## src/design/mqsb_pkg.sv

```systemverilog
// Shared types, widths, codes and default sizes of the multi-queue shared buffer.
`timescale 1ns / 1ps
`default_nettype none

package mqsb_pkg;

  localparam int DEF_NUM_SLOTS  = 16;
  localparam int DEF_NUM_QUEUES = 4;

  localparam int OP_W   = 1;
  localparam int QID_W  = 2;
  localparam int DATA_W = 32;
  localparam int ST_W   = 2;

  localparam logic [OP_W-1:0] OP_ENQ = 1'b0;
  localparam logic [OP_W-1:0] OP_DEQ = 1'b1;

  localparam logic [ST_W-1:0] ST_DONE      = 2'd0;
  localparam logic [ST_W-1:0] ST_OVERFLOW  = 2'd1;
  localparam logic [ST_W-1:0] ST_UNDERFLOW = 2'd2;

  typedef struct packed {
    logic accept;
    logic fetch;
    logic commit;
  } mqsb_cmd_t;

  typedef struct packed {
    logic out_free;
  } mqsb_sts_t;

endpackage

`default_nettype wire

```

## src/design/mqsb_in_if.sv

```systemverilog
// Request channel interface: operation, queue number and word to store.
`timescale 1ns / 1ps
`default_nettype none

interface mqsb_in_if import mqsb_pkg::*; ();
  logic                     valid;
  logic                     ready;
  logic [OP_W-1:0]          operation;
  logic [QID_W-1:0]         queue_id;
  logic signed [DATA_W-1:0] data_in;

  modport source (output valid, output operation, output queue_id, output data_in,
                  input ready);
  modport sink   (input valid, input operation, input queue_id, input data_in,
                  output ready);
endinterface

`default_nettype wire

```

## src/design/mqsb_out_if.sv

```systemverilog
// Result channel interface: status code and dequeued word.
`timescale 1ns / 1ps
`default_nettype none

interface mqsb_out_if import mqsb_pkg::*; ();
  logic                     valid;
  logic                     ready;
  logic [ST_W-1:0]          status;
  logic signed [DATA_W-1:0] data_out;

  modport source (output valid, output status, output data_out, input ready);
  modport sink   (input valid, input status, input data_out, output ready);
endinterface

`default_nettype wire

```

## src/design/multi_queue_shared_buffer_top.sv

```systemverilog
// Top level of the multi-queue shared buffer.
`timescale 1ns / 1ps
`default_nettype none

// NUM_QUEUES FIFO queues share NUM_SLOTS data slots, chained through a link store that
// also holds the free list. Each request word (enqueue or dequeue to one queue) returns
// exactly one result word with a status code: done, overflow when no slot is free or the
// queue number is out of range, underflow when the queue is empty or out of range. A
// request passes through an accept step that reads the queue's head and tail and the
// link of the first free slot, a fetch step that reads the head slot and writes a new
// slot, and a commit step that writes the last link and pointers (one link write port).
// A result waiting in the output register does not hold off the next request, but a
// second result stalls until the first is taken. No clearing pass follows reset: a fill
// mark stands in for the initial free-list links, so requests are accepted at once.
module multi_queue_shared_buffer_top import mqsb_pkg::*; #(
  parameter int NUM_SLOTS  = DEF_NUM_SLOTS,
  parameter int NUM_QUEUES = DEF_NUM_QUEUES
) (
  input wire logic   clk,
  input wire logic   rst_n,
  mqsb_in_if.sink    in_ch,
  mqsb_out_if.source out_ch
);

  mqsb_cmd_t cmd;
  mqsb_sts_t sts;

  mqsb_ctrl u_ctrl (
    .clk      (clk),
    .rst_n    (rst_n),
    .in_valid (in_ch.valid),
    .in_ready (in_ch.ready),
    .cmd      (cmd),
    .sts      (sts)
  );

  mqsb_dp #(
    .NUM_SLOTS  (NUM_SLOTS),
    .NUM_QUEUES (NUM_QUEUES)
  ) u_dp (
    .clk          (clk),
    .rst_n        (rst_n),
    .cmd          (cmd),
    .sts          (sts),
    .in_operation (in_ch.operation),
    .in_queue_id  (in_ch.queue_id),
    .in_data_in   (in_ch.data_in),
    .out_valid    (out_ch.valid),
    .out_ready    (out_ch.ready),
    .out_status   (out_ch.status),
    .out_data_out (out_ch.data_out)
  );

endmodule

`default_nettype wire

```

## src/design/mqsb_ram.sv

```systemverilog
// Generic single-write, single-read RAM with registered read data.
`timescale 1ns / 1ps
`default_nettype none

module mqsb_ram #(
  parameter int WIDTH = 8,
  parameter int DEPTH = 16
) (
  input  wire logic                                  clk,
  input  wire logic                                  we,
  input  wire logic [((DEPTH > 1) ? $clog2(DEPTH) : 1)-1:0] waddr,
  input  wire logic [WIDTH-1:0]                      wdata,
  input  wire logic                                  re,
  input  wire logic [((DEPTH > 1) ? $clog2(DEPTH) : 1)-1:0] raddr,
  output logic [WIDTH-1:0]                           rdata
);

  logic [WIDTH-1:0] mem_r [DEPTH];
  logic [WIDTH-1:0] rdata_r;

  always_ff @(posedge clk) begin
    if (we) begin
      mem_r[waddr] <= wdata;
    end
    if (re) begin
      rdata_r <= mem_r[raddr];
    end
  end

  assign rdata = rdata_r;

endmodule

`default_nettype wire

```

## src/design/mqsb_ctrl.sv

```systemverilog
// Sequencing state machine: accept, fetch and commit of one request.
`timescale 1ns / 1ps
`default_nettype none

module mqsb_ctrl import mqsb_pkg::*; (
  input  wire logic       clk,
  input  wire logic       rst_n,
  input  wire logic       in_valid,
  output logic            in_ready,
  output mqsb_cmd_t       cmd,
  input  wire mqsb_sts_t  sts
);

  localparam logic [1:0] S_IDLE   = 2'd0;
  localparam logic [1:0] S_FETCH  = 2'd1;
  localparam logic [1:0] S_COMMIT = 2'd2;

  logic [1:0] state_r;
  logic [1:0] state_nxt;

  always_comb begin
    state_nxt  = state_r;
    cmd.accept = 1'b0;
    cmd.fetch  = 1'b0;
    cmd.commit = 1'b0;
    unique case (state_r)
      S_IDLE: begin
        cmd.accept = in_valid;
        if (in_valid) begin
          state_nxt = S_FETCH;
        end
      end
      S_FETCH: begin
        cmd.fetch = 1'b1;
        state_nxt = S_COMMIT;
      end
      S_COMMIT: begin
        cmd.commit = sts.out_free;
        if (sts.out_free) begin
          state_nxt = S_IDLE;
        end
      end
      default: begin
        state_nxt = S_IDLE;
      end
    endcase
  end

  assign in_ready = (state_r == S_IDLE);

  always_ff @(posedge clk) begin
    if (!rst_n) begin
      state_r <= S_IDLE;
    end else begin
      state_r <= state_nxt;
    end
  end

endmodule

`default_nettype wire

```

## src/design/mqsb_dp.sv

```systemverilog
// Datapath: pointer registers, head, tail, link and slot stores, result register.
`timescale 1ns / 1ps
`default_nettype none

module mqsb_dp import mqsb_pkg::*; #(
  parameter int NUM_SLOTS  = DEF_NUM_SLOTS,
  parameter int NUM_QUEUES = DEF_NUM_QUEUES
) (
  input  wire logic                     clk,
  input  wire logic                     rst_n,
  input  wire mqsb_cmd_t                cmd,
  output mqsb_sts_t                     sts,
  input  wire logic [OP_W-1:0]          in_operation,
  input  wire logic [QID_W-1:0]         in_queue_id,
  input  wire logic signed [DATA_W-1:0] in_data_in,
  output logic                          out_valid,
  input  wire logic                     out_ready,
  output logic [ST_W-1:0]               out_status,
  output logic signed [DATA_W-1:0]      out_data_out
);

  localparam int SW = $clog2(NUM_SLOTS);
  localparam int PW = $clog2(NUM_SLOTS + 1);
  localparam int QW = (NUM_QUEUES > 1) ? $clog2(NUM_QUEUES) : 1;
  localparam int XW = QW + QID_W;
  localparam logic [PW-1:0] NULL_PTR = PW'(NUM_SLOTS);
  localparam logic [XW-1:0] QLIM     = XW'(NUM_QUEUES);

  logic [XW-1:0]            qid_ext;
  logic [QW-1:0]            qaddr;

  logic [OP_W-1:0]          op_r;
  logic [QW-1:0]            qaddr_r;
  logic                     qok_r;
  logic signed [DATA_W-1:0] din_r;
  logic [PW-1:0]            nfree_r;
  logic [PW-1:0]            free_head_r;
  logic [PW-1:0]            free_head_nxt;
  logic [PW-1:0]            fill_r;
  logic [PW-1:0]            fill_nxt;
  logic [NUM_QUEUES-1:0]    qinit_r;
  logic [NUM_QUEUES-1:0]    qinit_nxt;
  logic                     out_valid_r;
  logic [ST_W-1:0]          out_status_r;
  logic signed [DATA_W-1:0] out_data_r;

  logic [PW-1:0]            head_rd;
  logic [PW-1:0]            tail_rd;
  logic [PW-1:0]            link_rd;
  logic [DATA_W-1:0]        data_rd;
  logic [PW-1:0]            head_ptr;
  logic                     head_ok;
  logic                     is_enq;
  logic                     enq_ok;
  logic                     deq_ok;
  logic                     fresh;

  logic                     link_we;
  logic [SW-1:0]            link_waddr;
  logic [PW-1:0]            link_wdata;
  logic [SW-1:0]            link_raddr;
  logic                     head_we;
  logic [PW-1:0]            head_wdata;
  logic                     tail_we;

  assign qid_ext = {{QW{1'b0}}, in_queue_id};
  assign qaddr   = qid_ext[QW-1:0];

  // A queue whose head was never written reads as empty.
  assign head_ptr = qinit_r[qaddr_r] ? head_rd : NULL_PTR;
  assign head_ok  = (head_ptr < NULL_PTR);
  assign is_enq   = (op_r == OP_ENQ);
  assign enq_ok   = is_enq && qok_r && (free_head_r < NULL_PTR);
  assign deq_ok   = !is_enq && qok_r && head_ok;
  // Slots at or above the fill mark were never taken and still link in order.
  assign fresh    = (free_head_r >= fill_r);

  assign link_raddr = cmd.accept ? free_head_r[SW-1:0] : head_ptr[SW-1:0];

  always_comb begin
    link_we    = 1'b0;
    link_waddr = free_head_r[SW-1:0];
    link_wdata = NULL_PTR;
    if (cmd.fetch && enq_ok) begin
      link_we = 1'b1;
    end else if (cmd.commit && enq_ok && head_ok) begin
      link_we    = 1'b1;
      link_waddr = tail_rd[SW-1:0];
      link_wdata = free_head_r;
    end else if (cmd.commit && deq_ok) begin
      link_we    = 1'b1;
      link_waddr = head_ptr[SW-1:0];
      link_wdata = free_head_r;
    end
  end

  assign head_we    = cmd.commit && ((enq_ok && !head_ok) || deq_ok);
  assign head_wdata = deq_ok ? link_rd : free_head_r;
  assign tail_we    = cmd.commit && enq_ok;

  mqsb_ram #(.WIDTH(PW), .DEPTH(NUM_SLOTS)) u_link_ram (
    .clk   (clk),
    .we    (link_we),
    .waddr (link_waddr),
    .wdata (link_wdata),
    .re    (cmd.accept || cmd.fetch),
    .raddr (link_raddr),
    .rdata (link_rd)
  );

  mqsb_ram #(.WIDTH(DATA_W), .DEPTH(NUM_SLOTS)) u_data_ram (
    .clk   (clk),
    .we    (cmd.fetch && enq_ok),
    .waddr (free_head_r[SW-1:0]),
    .wdata (din_r),
    .re    (cmd.fetch),
    .raddr (head_ptr[SW-1:0]),
    .rdata (data_rd)
  );

  mqsb_ram #(.WIDTH(PW), .DEPTH(NUM_QUEUES)) u_head_ram (
    .clk   (clk),
    .we    (head_we),
    .waddr (qaddr_r),
    .wdata (head_wdata),
    .re    (cmd.accept),
    .raddr (qaddr),
    .rdata (head_rd)
  );

  mqsb_ram #(.WIDTH(PW), .DEPTH(NUM_QUEUES)) u_tail_ram (
    .clk   (clk),
    .we    (tail_we),
    .waddr (qaddr_r),
    .wdata (free_head_r),
    .re    (cmd.accept),
    .raddr (qaddr),
    .rdata (tail_rd)
  );

  always_comb begin
    free_head_nxt = free_head_r;
    fill_nxt      = fill_r;
    qinit_nxt     = qinit_r;
    if (cmd.commit && enq_ok) begin
      free_head_nxt = nfree_r;
      if (fresh) begin
        fill_nxt = fill_r + PW'(1);
      end
    end else if (cmd.commit && deq_ok) begin
      free_head_nxt = head_ptr;
    end
    if (head_we) begin
      qinit_nxt[qaddr_r] = 1'b1;
    end
  end

  always_ff @(posedge clk) begin
    if (!rst_n) begin
      free_head_r <= '0;
      fill_r      <= '0;
      qinit_r     <= '0;
      out_valid_r <= 1'b0;
    end else begin
      free_head_r <= free_head_nxt;
      fill_r      <= fill_nxt;
      qinit_r     <= qinit_nxt;
      if (cmd.commit) begin
        out_valid_r <= 1'b1;
      end else if (out_ready) begin
        out_valid_r <= 1'b0;
      end
    end
  end

  always_ff @(posedge clk) begin
    if (cmd.accept) begin
      op_r    <= in_operation;
      qaddr_r <= qaddr;
      qok_r   <= (qid_ext < QLIM);
      din_r   <= in_data_in;
    end
    if (cmd.fetch) begin
      nfree_r <= fresh ? (free_head_r + PW'(1)) : link_rd;
    end
    if (cmd.commit) begin
      if (is_enq) begin
        out_status_r <= enq_ok ? ST_DONE : ST_OVERFLOW;
        out_data_r   <= '0;
      end else begin
        out_status_r <= deq_ok ? ST_DONE : ST_UNDERFLOW;
        out_data_r   <= deq_ok ? data_rd : '0;
      end
    end
  end

  assign sts.out_free  = !out_valid_r || out_ready;
  assign out_valid     = out_valid_r;
  assign out_status    = out_status_r;
  assign out_data_out  = out_data_r;

  a_free_head_range: assert property (@(posedge clk) disable iff (!rst_n)
    free_head_r <= NULL_PTR)
    else $error("free list head beyond null pointer");

  a_fill_range: assert property (@(posedge clk) disable iff (!rst_n)
    fill_r <= NULL_PTR)
    else $error("fill mark beyond slot count");

  a_commit_result: assert property (@(posedge clk) disable iff (!rst_n)
    cmd.commit |=> out_valid_r)
    else $error("committed request left no result word");

  a_fill_step: assert property (@(posedge clk) disable iff (!rst_n)
    (cmd.commit && enq_ok && fresh) |=> (fill_r == $past(fill_r) + PW'(1)))
    else $error("fill mark did not advance on a fresh slot");

endmodule

`default_nettype wire

```

## src/flat_wrapper.sv

```systemverilog
// flat-port wrapper written by rule: the top's interface ports become plain ports
module multi_queue_shared_buffer_top_flat import mqsb_pkg::*;
#(
  parameter int NUM_SLOTS  = DEF_NUM_SLOTS,
  parameter int NUM_QUEUES = DEF_NUM_QUEUES
)
  (clk, rst_n, in_ch_valid, in_ch_operation, in_ch_queue_id, in_ch_data_in, in_ch_ready, out_ch_valid, out_ch_status, out_ch_data_out, out_ch_ready);
  mqsb_in_if in_ch_i ();
  mqsb_out_if out_ch_i ();
  input wire logic clk;
  input wire logic rst_n;
  input wire logic [$bits(in_ch_i.valid)-1:0] in_ch_valid;
  input wire logic [$bits(in_ch_i.operation)-1:0] in_ch_operation;
  input wire logic [$bits(in_ch_i.queue_id)-1:0] in_ch_queue_id;
  input wire logic [$bits(in_ch_i.data_in)-1:0] in_ch_data_in;
  output wire logic [$bits(in_ch_i.ready)-1:0] in_ch_ready;
  output wire logic [$bits(out_ch_i.valid)-1:0] out_ch_valid;
  output wire logic [$bits(out_ch_i.status)-1:0] out_ch_status;
  output wire logic [$bits(out_ch_i.data_out)-1:0] out_ch_data_out;
  input wire logic [$bits(out_ch_i.ready)-1:0] out_ch_ready;
  assign in_ch_i.valid = in_ch_valid;
  assign in_ch_i.operation = in_ch_operation;
  assign in_ch_i.queue_id = in_ch_queue_id;
  assign in_ch_i.data_in = in_ch_data_in;
  assign in_ch_ready = in_ch_i.ready;
  assign out_ch_valid = out_ch_i.valid;
  assign out_ch_status = out_ch_i.status;
  assign out_ch_data_out = out_ch_i.data_out;
  assign out_ch_i.ready = out_ch_ready;
  multi_queue_shared_buffer_top #(.NUM_SLOTS(NUM_SLOTS), .NUM_QUEUES(NUM_QUEUES)) u_core (.clk(clk), .rst_n(rst_n), .in_ch(in_ch_i), .out_ch(out_ch_i));
endmodule
```

## config.mk

```make
export PLATFORM = sky130hd
export DESIGN_NAME = multi_queue_shared_buffer_top_flat
export DESIGN_NICKNAME = d
export VERILOG_FILES = /design/src/design/mqsb_pkg.sv /design/src/design/mqsb_in_if.sv /design/src/design/mqsb_out_if.sv /design/src/design/multi_queue_shared_buffer_top.sv /design/src/design/mqsb_ram.sv /design/src/design/mqsb_ctrl.sv /design/src/design/mqsb_dp.sv /design/src/flat_wrapper.sv
export SDC_FILE = /design/constraint.sdc
export NUM_CORES = 1
export LEC_CHECK = 0
export BUFFER_PORTS_ARGS = -buffer_cell sky130_fd_sc_hd__buf_2
export CAP_MARGIN = 40
export CORE_MARGIN = 1
export CORE_UTILIZATION = 50
export DETAILED_ROUTE_END_ITERATION = 6
export PLACE_DENSITY_LB_ADDON = 0.05
export SYNTH_ARGS = -nofsm -noshare
export SYNTH_HDL_FRONTEND = slang
export SYNTH_SLANG_ARGS = --single-unit
export TNS_END_PERCENT = 50
```

## constraint.sdc

```tcl
create_clock -name clk -period 5.2 [get_ports clk]
set_clock_uncertainty 0.05 [all_clocks]
set_input_delay 1.56 -clock clk [delete_from_list [all_inputs] [get_ports clk]]
set_output_delay 1.56 -clock clk [all_outputs]
set_load 0.03 [all_outputs]
```

==> impl_summary.txt <==
----------------------------------------------------
[CTS]
  Clock root cell ... sky130_fd_sc_hd__clkbuf_16
  Sink count of the clock tree ... roughly 770
  Cells resized by post-CTS repair ... 0
  Count of hold buffers inserted by post-cts repair ... 0
  Clock input transition at the sequential cells of the worst setup and hold paths ... about 70 ps
  Maximum buffer depth of the clock tree ... 3
  Total setup buffers inserted after CTS ... 0
  Clock latency on the worst-skew pair ... a little over 600 ps
  Clock H-tree levels ... 3
  CTS tree ... built
  Clock buffer count from CTS ... 81

[Layout]
  Core utilization of the finished layout ... between 50% and 60%
  Area of all sequential standard cells ... 22800 um2
  Number of nets at the end of the flow ... 1932
  Antenna fix cells ... 0
  Filler cell count in the final layout ... ~4600
  Final Cell Area ... approximately 35000 um2
  Post-route insts no fill ... between 2000 and 3000
  Multi-input gate area ... a little over 7000 um2
  Layout cell share with drive strength beyond 1 ... about a fifth
  Growth of design area from synthesis to finish ... 13.8%

[Logic synthesis]
  Netlist area before placement ... around 30000 um2
  Number of different library cells in the post-synthesis netlist ... between 50 and 60
  Ys async rst share ... 0%
  Register bit count reported by yosys ... 765
  Synth Area in Adders ... less than 1%
  Largest family of logic cells by synthesized area ... multiplexers
  Complex-gate fraction of the synthesized area ... ~7%
  Synth warn ... 0
  Simple-gate portion of the synthesized area ... under 10%
  Synthesized Nets ... approximately 1800
  Count of flip-flops with a built-in enable after synthesis ... between 700 and 800
  Most used DFF post-synth ... sky130_fd_sc_hd__edfxtp_1
  Most common cell in the synthesized netlist ... sky130_fd_sc_hd__edfxtp_1
  Leading post-synthesis cells by cell area ... sky130_fd_sc_hd__edfxtp_1 74%, sky130_fd_sc_hd__mux4_2 6.7%, sky130_fd_sc_hd__nand2_1 2.0%, sky130_fd_sc_hd__nor2b_1 1.4%, sky130_fd_sc_hd__mux2_2 1.3%
  Synth area leader ... sky130_fd_sc_hd__edfxtp_1
  Post-Synthesis Mean Instance Area ... ~17 um2
  Fraction of the yosys area taken by sequential cells ... about three quarters
  Top cell type's share of synthesized area ... ~74%
  Synthesized netlist cell count ... 1787
  Xor/xnor share of the synthesized area ... less than 1%
  Mux cell area share after synthesis ... a little under a tenth
  Top cells by instance count after synthesis ... 748 x sky130_fd_sc_hd__edfxtp_1, 163 x sky130_fd_sc_hd__nand2_1, 90 x sky130_fd_sc_hd__mux4_2, 77 x sky130_fd_sc_hd__clkbuf_1, 72 x sky130_fd_sc_hd__a21oi_1

[Outcome]
  Outcome ... complete, no violations

[Min path]
  Hold WC Path Type ... reg2reg
  Hold path cells ... 2
  Worst hold path endpoint ... u_core.u_dp.fill_r[4]
  Start point of the worst min-delay path ... u_core.u_dp.fill_r[4]

[Global routing]
  Maximum number of pins on one net before global-route repair ... around 120
  GRT Total Usage ... a little under a quarter
  Number of antenna violations at the first check in global routing ... 0
  Vias in the first global route ... 16306
  Global-route wire length before repair ... 105000 um
  Congestion Overflow GR ... 0

[STA]
  Post-route minimum period ... around 3700 ps
  Worst max-slew margin expressed relative to the limit ... about two fifths
  Setup ws final ... about 1500 ps
  Unrepaired setup endpoints after global routing ... no
  Slew at the pin closest to its max-slew limit ... between 800 and 900 ps
  Part of the cycle the worst path needs ... approximately 70%
  Smallest hold slack ... 450 ps
  Final setup viols ... 0
  Sum of negative setup slack ... 0 ps
  Number of slew-limit violations in the final report ... 0
  Peak clock frequency supported by timing ... roughly 0.27 GHz
  Number of endpoints with negative hold slack in the final report ... 0

[Critical path]
  Cell with the biggest individual delay on the critical path ... sky130_fd_sc_hd__mux4_4
  Top fanout value on the critical path ... 53
  Crit Path Class ... reg2reg
  Buffers plus inverters on the worst setup path ... 0
  Crit path from ... u_core.u_dp.qaddr_r[0]
  Delay of the slowest cell on the worst path ... around 980 ps
  Data arrival time of the critical path ... 3870 ps
  Required arrival time at the worst endpoint ... 5410 ps
  Startpoint of the worst-slack reg-to-reg timing path ... u_core.u_dp.qaddr_r[0]
  FF-to-FF End ... u_core.u_dp.u_link_ram.mem_r[2][1]
  Family of cells with the greatest summed delay on the critical path ... simple AND/OR/NAND/NOR gates
  Element type at the critical path end ... flip-flop
  Cell count of the worst reg-to-reg path ... 6
  Cell chain of the critical path ... mux4_4 > nand2_2 > nor3_1 > o21ai_0 > nand2b_1 > nor2_1
  Nature of the critical path startpoint ... flip-flop
  Register-to-register path setup slack ... approximately 1500 ps

[Run]
  Max cap viols ... 0

[Die]
  Overall die area ... 61800 um2
  Y dimension of the die ... between 200 and 250 um
  Die Width ... roughly 250 um
  Effective utilization at floorplan ... approximately half
  Number of top-level pins ... 75
  Placeable core region ... about 60000 um2
  Cell row count ... 90

[Routing]
  Routed vias/inst ... between 5 and 6
  Iter 0 DRT Violations ... ~1400
  Total wire length ... a little over 70000 um
  Average wire length per cell after detail routing ... 25.9 um
  DR vias ... around 16000
  Number of remaining DRC errors ... 0
  Initial DRT Pass Iterations ... 5
  Routed Antenna Nets ... 0

[Pwr]
  PD cells ... around 370 nW/um2
  PnR Total Power ... roughly 13 mW
  Leakage power summed over all cells ... between 10 and 15 nW
  Worst supply voltage drop on vdd ... slightly below 0.3 mV

[Placement]
  HPWL after detailed placement ... about 40000 um
  Placement-stage worst setup slack ... 1080 ps
  Placed instance area ... 32100 um2
  Placed cell count ... about 2600
  Buffers added on ports ... between 70 and 80
  Routability-driven placement congestion ratio ... 0.828

----------------------------------------------------
report_power, final:
group / leakage (nW) / internal, mW / switching (mW) / total [mW]
clock: 1.21 / 3.12 / 2.29 / 5.42
combinational: 2.83 / 0.202 / 0.321 / 0.523
sequential: 6.84 / 6.84 / 0.0968 / 6.94
worst max-delay path by stage:
stage / endpoint / depth (start not counted)
final: u_core.u_dp.u_link_ram.mem_r[2][1] / 6
after floorplan: u_core.u_dp.u_link_ram.rdata[0] / 8
after global placement: u_core.u_dp.u_link_ram.rdata[0] / 6
after global routing: u_core.u_dp.u_link_ram.mem_r[12][4] / 7
after CTS: u_core.u_dp.u_link_ram.mem_r[2][1] / 6
after detailed placement: u_core.u_dp.u_link_ram.rdata[3] / 6
worst reg2reg max path, cell delays in order (launching register included):
cell and delay, ps:
sky130_fd_sc_hd__edfxtp_1 520, sky130_fd_sc_hd__mux4_4 980, sky130_fd_sc_hd__nand2_2 390, sky130_fd_sc_hd__nor3_1 500, sky130_fd_sc_hd__o21ai_0 170, sky130_fd_sc_hd__nand2b_1 330, sky130_fd_sc_hd__nor2_1 400
kinds of logic (layout without fill, tap and decap cells):
family                     count (synthesis)  after routing
and+or+nand+nor                          395            395
buffers and inverters                    128            286
DFF                                      765            765
xor gates and xnor gates                   3              3
adders and majority gates                 10             10
muxes                                    164            164
AOI/OAI and AO/OA                        322            322
final cells by class:
cell class | count | share of cell area (%)
clock inverters | 37 | 0.684
well taps | 782 | 2.83
repair buffers | 127 | 3.02
multi-input cells | 894 | 20.9
clock buffers | 108 | 6.49
inverters | 14 | 0.152
flip-flops and latches | 765 | 65.9
sequential cells by signal, indices dropped and copies added, names as in the netlist, 16 cells and up:
signal,flops
u_core.u_dp.u_data_ram.mem_r,512
u_core.u_dp.u_link_ram.mem_r,80
u_core.u_dp.din_r,32
u_core.u_dp.out_data_out,32
u_core.u_dp.u_data_ram.rdata,32
u_core.u_dp.u_head_ram.mem_r,20
u_core.u_dp.u_tail_ram.mem_r,16
metal layers:
metal	up-vias	global-route usage (%)	wire, um
met5	-	0	0
met4	0	6.85	1710
met3	115	3.62	3590
met2	476	36.5	33400
met1	8350	33.8	32000
li1	7230	-	-
cell usage in the layout (no fill, tap or decap), types with 33 or more instances in the layout:
cell type	count
sky130_fd_sc_hd__buf_2	75
sky130_fd_sc_hd__nor2b_1	69
sky130_fd_sc_hd__a21oi_1	72
sky130_fd_sc_hd__a311oi_1	33
sky130_fd_sc_hd__nand2_1	162
sky130_fd_sc_hd__mux2i_1	37
sky130_fd_sc_hd__buf_4	33
sky130_fd_sc_hd__nor2_1	38
sky130_fd_sc_hd__edfxtp_1	748
sky130_fd_sc_hd__o21ai_1	34
sky130_fd_sc_hd__o21ai_0	50
sky130_fd_sc_hd__and2_1	36
sky130_fd_sc_hd__clkbuf_16	86
sky130_fd_sc_hd__a211oi_1	33
sky130_fd_sc_hd__mux2_2	36
sky130_fd_sc_hd__mux4_2	89
No activity file was read; power rests on OpenSTA's default activity.
